File: src/design/kut_pkg.sv
// Shared types, codes and the vocabulary lookup for the kana UTF-8 tokenizer.
package kut_pkg;

    localparam int unsigned IdW  = 7;
    localparam int unsigned StW  = 3;
    localparam int unsigned LenW = 16;
    localparam int unsigned CpW  = 16;

    // status codes
    localparam logic [StW-1:0] ST_OK       = 3'd0;
    localparam logic [StW-1:0] ST_BAD_UTF8 = 3'd1;
    localparam logic [StW-1:0] ST_UNKNOWN  = 3'd2;
    localparam logic [StW-1:0] ST_OVER_CAP = 3'd3;
    localparam logic [StW-1:0] ST_EMPTY    = 3'd4;

    // special token ids
    localparam logic [IdW-1:0] TOK_NONE  = 7'd0;
    localparam logic [IdW-1:0] TOK_BEGIN = 7'd1;
    localparam logic [IdW-1:0] TOK_END   = 7'd2;

    // code points
    localparam logic [CpW-1:0] CP_HIRA_LO   = 16'h3041;
    localparam logic [CpW-1:0] CP_HIRA_HI   = 16'h3096;
    localparam logic [CpW-1:0] CP_KATA_LO   = 16'h30a1;
    localparam logic [CpW-1:0] CP_KATA_HI   = 16'h30f6;
    localparam logic [CpW-1:0] CP_KATA_OFS  = 16'h0060;
    localparam logic [CpW-1:0] CP_LONG_MARK = 16'h30fc;
    localparam logic [CpW-1:0] CP_FULL_STOP = 16'h3002;
    localparam logic [CpW-1:0] CP_COMMA     = 16'h3001;
    localparam logic [CpW-1:0] CP_FW_EXCL   = 16'hff01;
    localparam logic [CpW-1:0] CP_FW_QUEST  = 16'hff1f;
    localparam logic [CpW-1:0] CP_IDEO_SP   = 16'h3000;
    localparam logic [CpW-1:0] CP_SURR_LO   = 16'hd800;
    localparam logic [CpW-1:0] CP_SURR_HI   = 16'hdfff;
    localparam logic [CpW-1:0] CP_MIN_3B    = 16'h0800;

    // the first hiragana code point (CP_HIRA_LO) maps to id 5
    localparam logic [CpW-1:0] CP_HIRA_BASE = CP_HIRA_LO - 16'd5;

    typedef struct packed {
        logic [IdW-1:0]  token_id;
        logic [StW-1:0]  status;
        logic            seq_end;
        logic [LenW-1:0] seq_len;
    } res_t;

    // vocabulary id of a code point, 0 when it has none
    function automatic logic [IdW-1:0] vocab_id(input logic [CpW-1:0] cp_in);
        logic [CpW-1:0] cp;
        logic [CpW-1:0] ofs;
        logic [IdW-1:0] id;
        cp  = cp_in;
        ofs = '0;
        id  = TOK_NONE;
        if (cp inside {[CP_KATA_LO:CP_KATA_HI]})
            cp = cp - CP_KATA_OFS;
        if (cp inside {[CP_HIRA_LO:CP_HIRA_HI]})
        begin
            ofs = cp - CP_HIRA_BASE;
            id  = ofs[IdW-1:0];
        end
        else if (cp == CP_LONG_MARK) id = 7'd91;
        else if (cp == CP_FULL_STOP) id = 7'd92;
        else if (cp == CP_COMMA)     id = 7'd93;
        else if (cp == CP_FW_EXCL)   id = 7'd94;
        else if (cp == CP_FW_QUEST)  id = 7'd95;
        else if (cp inside {[16'h0030:16'h0039]})
        begin
            ofs = cp + 16'd48;   // '0' (0x30) -> 96
            id  = ofs[IdW-1:0];
        end
        return id;
    endfunction

endpackage

File: src/design/kana_utf8_tokenizer.sv
// Top level of the kana UTF-8 tokenizer: byte decode, vocabulary map, result queue.
//
//  channel | signals                                   | dir | transfer when
//  --------+-------------------------------------------+-----+-----------------------
//  in      | in_valid, in_ready, text_byte, terminator | in  | in_valid & in_ready
//  out     | out_valid, out_ready, token_id, status,   | out | out_valid & out_ready
//          | sequence_end, sequence_length             |     |
//  cfg     | cfg_write_en, cfg_write_data (max_ids)    | in  | cfg_write_en
//
// One input byte per cycle while in_ready is high. Each accepted byte is decoded
// in the cycle of its transfer and its results (zero, one or, for the first byte
// of a text, two) go into a four-entry result queue; outputs come straight from
// queue storage. in_ready is high while the queue has room for two results. With
// out_ready held high a byte goes in every cycle, except that the begin token adds
// one result per text, so once the queue backs up a new text can bring in_ready
// low (one result leaves per cycle).
// Reset (rst_n low, async) empties the queue, closes any open text and sets
// max_ids to 256. A stall on out only backs up the queue.
module kana_utf8_tokenizer
    import kut_pkg::*;
#(
    parameter int unsigned VOCAB_SIZE = 128
)(
    input  logic            clk,
    input  logic            rst_n,
    // configuration
    input  logic            cfg_write_en,
    input  logic [15:0]     cfg_write_data,
    // byte input
    input  logic            in_valid,
    output logic            in_ready,
    input  logic [7:0]      text_byte,
    input  logic            terminator,
    // token output
    output logic            out_valid,
    input  logic            out_ready,
    output logic [IdW-1:0]  token_id,
    output logic [StW-1:0]  status,
    output logic            sequence_end,
    output logic [LenW-1:0] sequence_length
);

    localparam int unsigned QDepth = 4;
    localparam int unsigned QPtrW  = $clog2(QDepth);
    localparam int unsigned QCntW  = $clog2(QDepth + 1);

    // ---------------- state ----------------
    logic [15:0]     max_ids_reg;
    logic            started_reg,  started_next;
    logic            failed_reg,   failed_next;
    logic [1:0]      pend_reg,     pend_next;
    logic [3:0]      lead_reg,     lead_next;
    logic [5:0]      mid_reg,      mid_next;
    logic [LenW-1:0] cnt_reg,      cnt_next;

    res_t             q_mem [QDepth];
    logic [QPtrW-1:0] wr_ptr_reg, wr_ptr_next;
    logic [QPtrW-1:0] rd_ptr_reg, rd_ptr_next;
    logic [QCntW-1:0] q_cnt_reg,  q_cnt_next;

    // ---------------- handshake ----------------
    logic in_xfer;
    logic out_xfer;

    assign in_ready  = (q_cnt_reg <= QCntW'(QDepth - 2));
    assign in_xfer   = in_valid && in_ready;
    assign out_valid = (q_cnt_reg != '0);
    assign out_xfer  = out_valid && out_ready;

    // ---------------- decode ----------------
    logic [15:0]     cap;
    logic [15:0]     cap_m1;
    logic [LenW-1:0] cnt0;        // id count once the begin token is counted
    logic            is_cont;
    logic [CpW-1:0]  cp;
    logic            have;
    logic [StW-1:0]  st;
    logic [IdW-1:0]  char_id;
    logic            char_ok;
    logic            emit_begin;
    logic            emit_main;
    res_t            main_res;
    res_t            begin_res;
    res_t            wr0, wr1;
    logic [1:0]      push_n;

    assign cap     = (max_ids_reg < 16'd3) ? 16'd3 : max_ids_reg;
    assign cap_m1  = cap - 16'd1;
    assign is_cont = (text_byte[7:6] == 2'b10);
    assign cnt0    = started_reg ? cnt_reg : LenW'(1);

    // lookup, with ids past the vocabulary treated as unknown
    always_comb
    begin
        char_id = vocab_id(cp);
        char_ok = (char_id != TOK_NONE) && ({1'b0, char_id} < 8'(VOCAB_SIZE));
    end

    assign begin_res = '{token_id: TOK_BEGIN, status: ST_OK, seq_end: 1'b0, seq_len: '0};

    always_comb
    begin
        started_next = started_reg;
        failed_next  = failed_reg;
        pend_next    = pend_reg;
        lead_next    = lead_reg;
        mid_next     = mid_reg;
        cnt_next     = cnt_reg;
        cp           = '0;
        have         = 1'b0;
        st           = ST_OK;
        emit_begin   = 1'b0;
        emit_main    = 1'b0;
        main_res     = '{token_id: TOK_NONE, status: ST_OK, seq_end: 1'b0, seq_len: '0};

        if (in_xfer)
        begin
            if (failed_reg)
            begin
                // discard until the terminator closes the text
                if (terminator)
                begin
                    started_next = 1'b0;
                    failed_next  = 1'b0;
                    pend_next    = '0;
                    lead_next    = '0;
                    mid_next     = '0;
                    cnt_next     = '0;
                end
            end
            else
            begin
                emit_begin   = !started_reg;
                started_next = 1'b1;
                cnt_next     = cnt0;
                if (terminator)
                begin
                    emit_main        = 1'b1;
                    main_res.seq_end = 1'b1;
                    main_res.seq_len = cnt0;
                    if (pend_reg != 2'd0 && started_reg)
                        main_res.status = ST_BAD_UTF8;
                    else if (cnt0 <= LenW'(1))
                        main_res.status = ST_EMPTY;
                    else
                    begin
                        main_res.token_id = TOK_END;
                        main_res.seq_len  = cnt0 + LenW'(1);
                    end
                    started_next = 1'b0;
                    failed_next  = 1'b0;
                    pend_next    = '0;
                    lead_next    = '0;
                    mid_next     = '0;
                    cnt_next     = '0;
                end
                else
                begin
                    if (started_reg && pend_reg == 2'd2)
                    begin
                        if (!is_cont)
                            st = ST_BAD_UTF8;
                        else
                        begin
                            mid_next  = text_byte[5:0];
                            pend_next = 2'd1;
                        end
                    end
                    else if (started_reg && pend_reg == 2'd1)
                    begin
                        pend_next = 2'd0;
                        if (!is_cont)
                            st = ST_BAD_UTF8;
                        else
                        begin
                            cp = {lead_reg, mid_reg, text_byte[5:0]};
                            if (cp < CP_MIN_3B || cp inside {[CP_SURR_LO:CP_SURR_HI]})
                                st = ST_BAD_UTF8;
                            else
                                have = (cp != CP_IDEO_SP);
                        end
                    end
                    else
                    begin
                        pend_next = 2'd0;
                        if (!text_byte[7])
                        begin
                            // ASCII; fold ? and ! to fullwidth
                            case (text_byte)
                                8'h3f:   cp = CP_FW_QUEST;
                                8'h21:   cp = CP_FW_EXCL;
                                default: cp = {8'h00, text_byte};
                            endcase
                            have = !(text_byte == 8'h20 || text_byte == 8'h09);
                        end
                        else if (text_byte inside {[8'he0:8'hef]})
                        begin
                            lead_next = text_byte[3:0];
                            pend_next = 2'd2;
                        end
                        else
                            st = ST_BAD_UTF8;
                    end

                    if (st == ST_OK && have)
                    begin
                        if (!char_ok)
                            st = ST_UNKNOWN;
                        else if (cnt0 >= cap_m1)
                            st = ST_OVER_CAP;
                        else
                        begin
                            cnt_next          = cnt0 + LenW'(1);
                            emit_main         = 1'b1;
                            main_res.token_id = char_id;
                        end
                    end

                    if (st != ST_OK)
                    begin
                        emit_main        = 1'b1;
                        main_res.status  = st;
                        main_res.seq_end = 1'b1;
                        main_res.seq_len = cnt0;
                        failed_next      = 1'b1;
                        pend_next        = '0;
                    end
                end
            end
        end
    end

    // ---------------- result queue ----------------
    always_comb
    begin
        push_n = {1'b0, emit_begin} + {1'b0, emit_main};
        wr0    = emit_begin ? begin_res : main_res;
        wr1    = main_res;
    end

    always_comb
    begin
        wr_ptr_next = wr_ptr_reg + QPtrW'(push_n);
        rd_ptr_next = rd_ptr_reg + QPtrW'(out_xfer);
        q_cnt_next  = q_cnt_reg + QCntW'(push_n) - QCntW'(out_xfer);
    end

    always_ff @(posedge clk)
    begin
        if (push_n != 2'd0)
            q_mem[wr_ptr_reg] <= wr0;
        if (push_n == 2'd2)
            q_mem[wr_ptr_reg + QPtrW'(1)] <= wr1;
    end

    assign token_id        = q_mem[rd_ptr_reg].token_id;
    assign status          = q_mem[rd_ptr_reg].status;
    assign sequence_end    = q_mem[rd_ptr_reg].seq_end;
    assign sequence_length = q_mem[rd_ptr_reg].seq_len;

    // ---------------- registers ----------------
    always_ff @(posedge clk or negedge rst_n)
    begin
        if (!rst_n)
        begin
            max_ids_reg <= 16'd256;
            started_reg <= 1'b0;
            failed_reg  <= 1'b0;
            pend_reg    <= '0;
            lead_reg    <= '0;
            mid_reg     <= '0;
            cnt_reg     <= '0;
            wr_ptr_reg  <= '0;
            rd_ptr_reg  <= '0;
            q_cnt_reg   <= '0;
        end
        else
        begin
            if (cfg_write_en)
                max_ids_reg <= cfg_write_data;
            started_reg <= started_next;
            failed_reg  <= failed_next;
            pend_reg    <= pend_next;
            lead_reg    <= lead_next;
            mid_reg     <= mid_next;
            cnt_reg     <= cnt_next;
            wr_ptr_reg  <= wr_ptr_next;
            rd_ptr_reg  <= rd_ptr_next;
            q_cnt_reg   <= q_cnt_next;
        end
    end

    // ---------------- assertions ----------------
    a_q_bound: assert property (@(posedge clk) disable iff (!rst_n)
        q_cnt_reg <= QCntW'(QDepth))
        else $error("result queue overfilled");

    a_two_only_at_begin: assert property (@(posedge clk) disable iff (!rst_n)
        push_n == 2'd2 |-> (in_xfer && !started_reg && !failed_reg))
        else $error("two results from a byte that did not open a text");

    a_quiet_when_failed: assert property (@(posedge clk) disable iff (!rst_n)
        (in_xfer && failed_reg) |-> push_n == 2'd0)
        else $error("result produced while discarding");

    a_term_closes: assert property (@(posedge clk) disable iff (!rst_n)
        (in_xfer && terminator) |=> (!started_reg && !failed_reg && cnt_reg == '0))
        else $error("text not closed after terminator");

endmodule
File: config.mk
export PLATFORM = sky130hd
export DESIGN_NAME = kana_utf8_tokenizer
export DESIGN_NICKNAME = d
export VERILOG_FILES = /design/src/design/kut_pkg.sv /design/src/design/kana_utf8_tokenizer.sv
export SDC_FILE = /design/constraint.sdc
export NUM_CORES = 1
export LEC_CHECK = 0
export BUFFER_PORTS_ARGS = -buffer_cell sky130_fd_sc_hd__buf_2
export CAP_MARGIN = 15
export CORE_ASPECT_RATIO = 1.2
export CORE_UTILIZATION = 45
export CTS_CLUSTER_SIZE = 12
export DETAILED_ROUTE_END_ITERATION = 8
export GPL_TIMING_DRIVEN = 0
export REMOVE_ABC_BUFFERS = 1
export SETUP_SLACK_MARGIN = 0.05
export SYNTH_ARGS = -nofsm -noshare
export SYNTH_HDL_FRONTEND = slang
export SYNTH_SLANG_ARGS = --single-unit
File: constraint.sdc
create_clock -name clk -period 16.21 [get_ports clk]
set_clock_uncertainty 0.1 [all_clocks]
set_input_delay 3.242 -clock clk [delete_from_list [all_inputs] [get_ports clk]]
set_output_delay 3.242 -clock clk [all_outputs]
set_load 0.01 [all_outputs]
== Word level (Yosys, flattened, before mapping) ==
Memory sizes are Yosys's and may differ from the RTL's.
Cells that the tools add are included.

* Add/subtract/negate cells: 11
* Order comparisons: 15
* Eq/ne operators: 18
* Muxes and demuxes: 102
* Reductions and logical operators: 29

{| class="wikitable"
|+ Operators with widths
! kind !! number
|-
| 2-to-1 mux 16 bit || 18
|-
| 2-to-1 mux 27 bit || 4
|-
| 2-to-1 mux 7 bit || 11
|-
| equality test 16 x 14 -> 1 bit (second input constant) || 3
|-
| 2-to-1 mux 3 bit || 13
|-
| equality test 16 bit (second input constant) || 2
|-
| greater-or-equal comparator 16 x 14 -> 1 bit (second input constant) || 2
|-
| <= comparator 16 x 14 -> 1 bit (second input constant) || 2
|-
| 2-to-1 mux 1 bit || 32
|-
| one-hot mux 16 bit (2 select lines) || 1
|-
| 2-to-1 mux 6 bit || 5
|-
| 2-to-1 mux 4 bit || 7
|-
| equality test 8 x 6 -> 1 bit (second input constant) || 3
|-
| 2-to-1 mux 2 bit || 10
|-
| 2-to-1 mux 20 bit || 1
|-
| adder 16 x 1 -> 16 bit (second input constant) || 1
|-
| greater-or-equal comparator 16 bit || 1
|-
| greater-or-equal comparator 16 bit (second input constant) || 1
|-
| greater-or-equal comparator 16 x 6 -> 1 bit (second input constant) || 1
|-
| <= comparator 16 x 1 -> 1 bit (second input constant) || 1
|-
| <= comparator 16 bit (second input constant) || 1
|-
| <= comparator 16 x 6 -> 1 bit (second input constant) || 1
|-
| less-than comparator 16 x 12 -> 1 bit (second input constant) || 1
|-
| less-than comparator 16 x 2 -> 1 bit (second input constant) || 1
|-
| 30 further kinds || 52
|}

* Register bits after elaboration: 53
* Bits in writable memories: 108
* Memories: 1

{| class="wikitable"
|+ Memories
! name !! depth !! bits a word !! read ports !! clocked after Yosys merged registers in !! wr ports !! RTL line !! source
|-
| q_mem || 4 || 27 || 1 || 0 || 2 || kana_utf8_tokenizer.sv:56 || <nowiki>res_t q_mem [QDepth];</nowiki>
|}

== Logic depth before layout (Yosys ltp) ==
* Word-level depth: 35
* Mapped depth: 30
* Gate-level depth less buffers: 26

== Worst setup path before layout ==
OpenSTA, ideal clock, no wires.

* Path type: in2reg
* From: input port text_byte[7]
* To: memory q_mem[0][2] (netlist bit) (data pin)
* Library setup time: 0.170 ns
* Arrival time: 7.969 ns
* Setup slack: 7.971 ns
* Cell stages on the path: 27
* Cells stage by stage: buf_2 > and4bb_1 > nand4_1 > a21oi_1 > buf_4 > nor2_1 > nor2b_1 > inv_1 > ha_1 > a21oi_1 > nor3b_1 > o211ai_1 > o21ai_2 > a211o_1 > inv_1 > ha_1 > o311ai_0 > a21oi_1 > nor3_1 > a32o_1 > o31ai_1 > o2111ai_1 > nor4_2 > a21oi_1 > buf_6 > buf_6 > o31ai_1

{| class="wikitable"
|+ RTL lines
! element !! RTL line !! source
|-
| from (decl) || kana_utf8_tokenizer.sv:32 || <nowiki>input logic [7:0] text_byte,</nowiki>
|-
| to (decl) || kana_utf8_tokenizer.sv:56 ||
|}

==> results.txt <==
Full die area: 22800 um2
Int Power: 0.914 mW
Port bufs: 58
Crit path kind: in2reg
Crit share post-route: 63.2%
Hold_sp: cnt_reg[14]
Pins over their slew limit: 0
CTS Root Cell: clkbuf_16
Core area: 21700 um2
Crit path arrival time: 10.36 ns
Post-synthesis compound-gate area fraction: 17.6%
DRC Markers: 0
Final Core Density: 51.8%
Synth Area in Simple Gates: 16.7%
Global route overflow: 0
Post-CTS Repair Setup Buffers: 0
Crit. End Element: flip-flop
TritonCTS clock tree: done
# IOs: 59
Dpl hpwl: 18700 um
Final Setup Violations: 0
Max-slew headroom: 18.3%
Die Y: 165 um
Total GRT Usage: 23.0%
Post-Synth XOR/XNOR Area: 2.11%
Status: finished, final reports clean
Most used DFF post-synth: edfxtp_1
Antenna violations before repair: 0
Sequential fraction of the synthesis area: 45.8%
Synth Area in Adders: 4.84%
Leakage: 4.41 nW
Yosys synthesis warning count: 0
Minimum clock period: 10.24 ns
Sw frac: 35.5%
Worst skew pair latency: 0.43 ns
Fraction of layout cells with a size suffix above 1: 18.3%
DR iter-0 viols: 497
Part of the power in combinational logic: 31.3%
H-tree Lvls: 4
Largest family of logic cells by synthesized area: compound AO/OA/AOI/OAI gates
EDFF count, synth: 108
Post-synthesis async set-or-reset flop share: 32.9%
Worst-path maximum fanout: 46
VDD IR max: 0.0866 mV
FP Rows: 59
CTS Buffer Depth: 2
Pin count of the biggest net entering global routing: 47
Vias per cell: 6.07
Worst Tran Pin Value: 1.22 ns
Synth Register Bits: 161
Final setup TNS: 0 ns
Most common cell after layout, fill and taps aside: edfxtp_1
Post-Syn Area: 9970 um2
Post-synth top area cell: edfxtp_1
FF-to-FF path depth: 23
Hold path depth: 1
Critical Path RT: 16.33 ns
Delay-heaviest family, CP: compound AO/OA/AOI/OAI gates
WP buf/inv: 4
Clock power frac: 27.8%
Worst R2R Start: q_cnt_reg[1]
Commonest non-fill, non-tap cells in the layout: edfxtp_1 (108), nand2_1 (88), nor2_1 (86)
CP peak stage delay: 0.81 ns
Die X: 138 um
Reg2Reg Capture Point: q_mem[0][2]
Synth area leaders: edfxtp_1 (33%), dfrtp_1 (13%), mux4_2 (6.1%)
Critical Path Slowest Stage Cell: nand3_2
Nets@finish: 1051
Net Sw Power: 0.503 mW
Clock buffer count from CTS: 17
Synth top area share: 32.5%
Achievable frequency: 0.0976 GHz
First-pass DRT Iterations: 5
Max FFs per register: 108
Hold Path End: cnt_reg[14]
Unrepaired setup endpoints after global routing: no
Clock slew at reported path FFs: 0.07 ns
WL per Instance: 19.6 um
Max Cap Viol: 0
Syn Inst Count: 943
Sequential share of power: 40.9%
Mapped Avg Cell Area: 10.6 um2
Area grow syn2layout: 12.8%
Post-synth cell types: 82
Final WL: 24900 um
Post_cts resized: 0
Final Hold Violating Endpoints: 0
Starting Density: 45.9%
CP cell instances: buf_2 -> nor2_2 -> nand3_2 -> a221oi_4 -> nor2b_1 -> inv_1 -> ha_1 -> a21oi_1 -> nor3b_1 -> o211ai_1 -> o21ai_2 -> a211o_1 -> inv_1 -> ha_1 -> o311ai_0 -> a21oi_1 -> nor3_1 -> a32o_1 -> o31ai_1 -> o2111ai_1 -> nor4_4 -> a21oi_4 -> buf_16 -> o31ai_1
DRT antenna net count: 0
Global placer's final weighted congestion: 0.891
Multiplexer area fraction after synthesis: 8.91%
First-pass GRT wire length: 39600 um
Reg2reg setup slack: 8.48 ns
Hold_buf cts: 0
Routed vias: 7704
Antenna cells: 0
Type of origin of the critical path: primary input
Number of global-route vias before repair: 7366
Cell Pwr Density: 126 nW/um2
CTS sink cnt: 161
Min-delay worst type: reg2reg
stage by stage:
stage	area [um2]	std cells	hold slack, ns	setup slack [ns]	total power [mW]
2_1_floorplan	9730	893	0.349	5.92	0.850
3_3_place_gp	10400	1225	0.368	3.10	0.999
3_5_place_dp	10700	1238	0.367	5.61	1.04
4_1_cts	11200	1270	0.390	6.07	1.44
5_1_grt	11200	1270	0.407	5.48	1.50
6_report	11200	1270	0.390	5.97	1.42
kinds of logic (layout without fill, tap and decap cells):
kind of cell	after synthesis	count (layout)
AND/OR/NAND/NOR	335	335
XOR/XNOR	24	24
flip-flops	161	161
buffers and inverters	91	144
AO/OA/AOI/OAI	242	242
adder cells (fa/ha/maj)	38	38
multiplexers	52	52
synthesized netlist by cell type, types with 6 or more instances:
cell type and n:
a211oi_1 8, a21o_1 17, a21oi_1 34, a31oi_1 7, and2_1 14, and3_1 16
buf_2 8, clkbuf_1 30, dfrtp_1 52, edfxtp_1 108, ha_1 37, inv_1 40
mux2_2 24, mux4_2 27, nand2_1 88, nand2b_1 10, nand3_1 28, nand4_1 14
nor2_1 86, nor3_1 17, nor3b_1 6, nor4_1 19, o211ai_1 7, o21a_1 7
o21ai_0 19, o21ai_1 22, o22ai_1 8, o31ai_1 49, o32ai_1 6, xnor2_1 15
xor2_1 9
metal layers:
metal | vias up | routed length [um] | track usage [%]
met5 | - | 0 | 0
met4 | 0 | 508 | 8.65
met3 | 38 | 959 | 3.05
met2 | 209 | 12100 | 37.6
met1 | 3747 | 11300 | 30.9
li1 | 3710 | - | -
worst max path at each step:
stage                          start            to  slack, ns  cells past startpoint
after global placement    terminator   q_mem[0][3]       3.10                     23
final                     terminator   q_mem[0][2]       5.97                     24
after detailed placement  terminator   q_mem[0][3]       5.61                     24
after floorplan           terminator  q_mem[0][13]       5.92                     23
after global routing      terminator  q_mem[0][15]       5.48                     24
after CTS                 terminator   q_mem[0][3]       6.07                     24
layout make-up:
| class | count | area (um2) |
|---|---|---|
| clock buffers | 17 | 425 |
| clock inverters | 15 | 164 |
| fillers | 1995 | 10500 |
| inverters | 41 | 154 |
| multi-input cells | 691 | 5060 |
| flip-flops and latches | 161 | 4570 |
| well taps | 274 | 343 |
| repair buffers | 71 | 531 |
power by group through the flow:
stage          sequential [mW]  clock [mW]  combinational [mW]
2_1_floorplan            0.575           0               0.275
3_5_place_dp             0.590           0               0.449
4_1_cts                  0.582       0.404               0.450
6_report                 0.580       0.394               0.443
3_3_place_gp             0.605           0               0.394
5_1_grt                  0.590       0.419               0.490
Note: power is estimated with default switching activity, not from simulation.
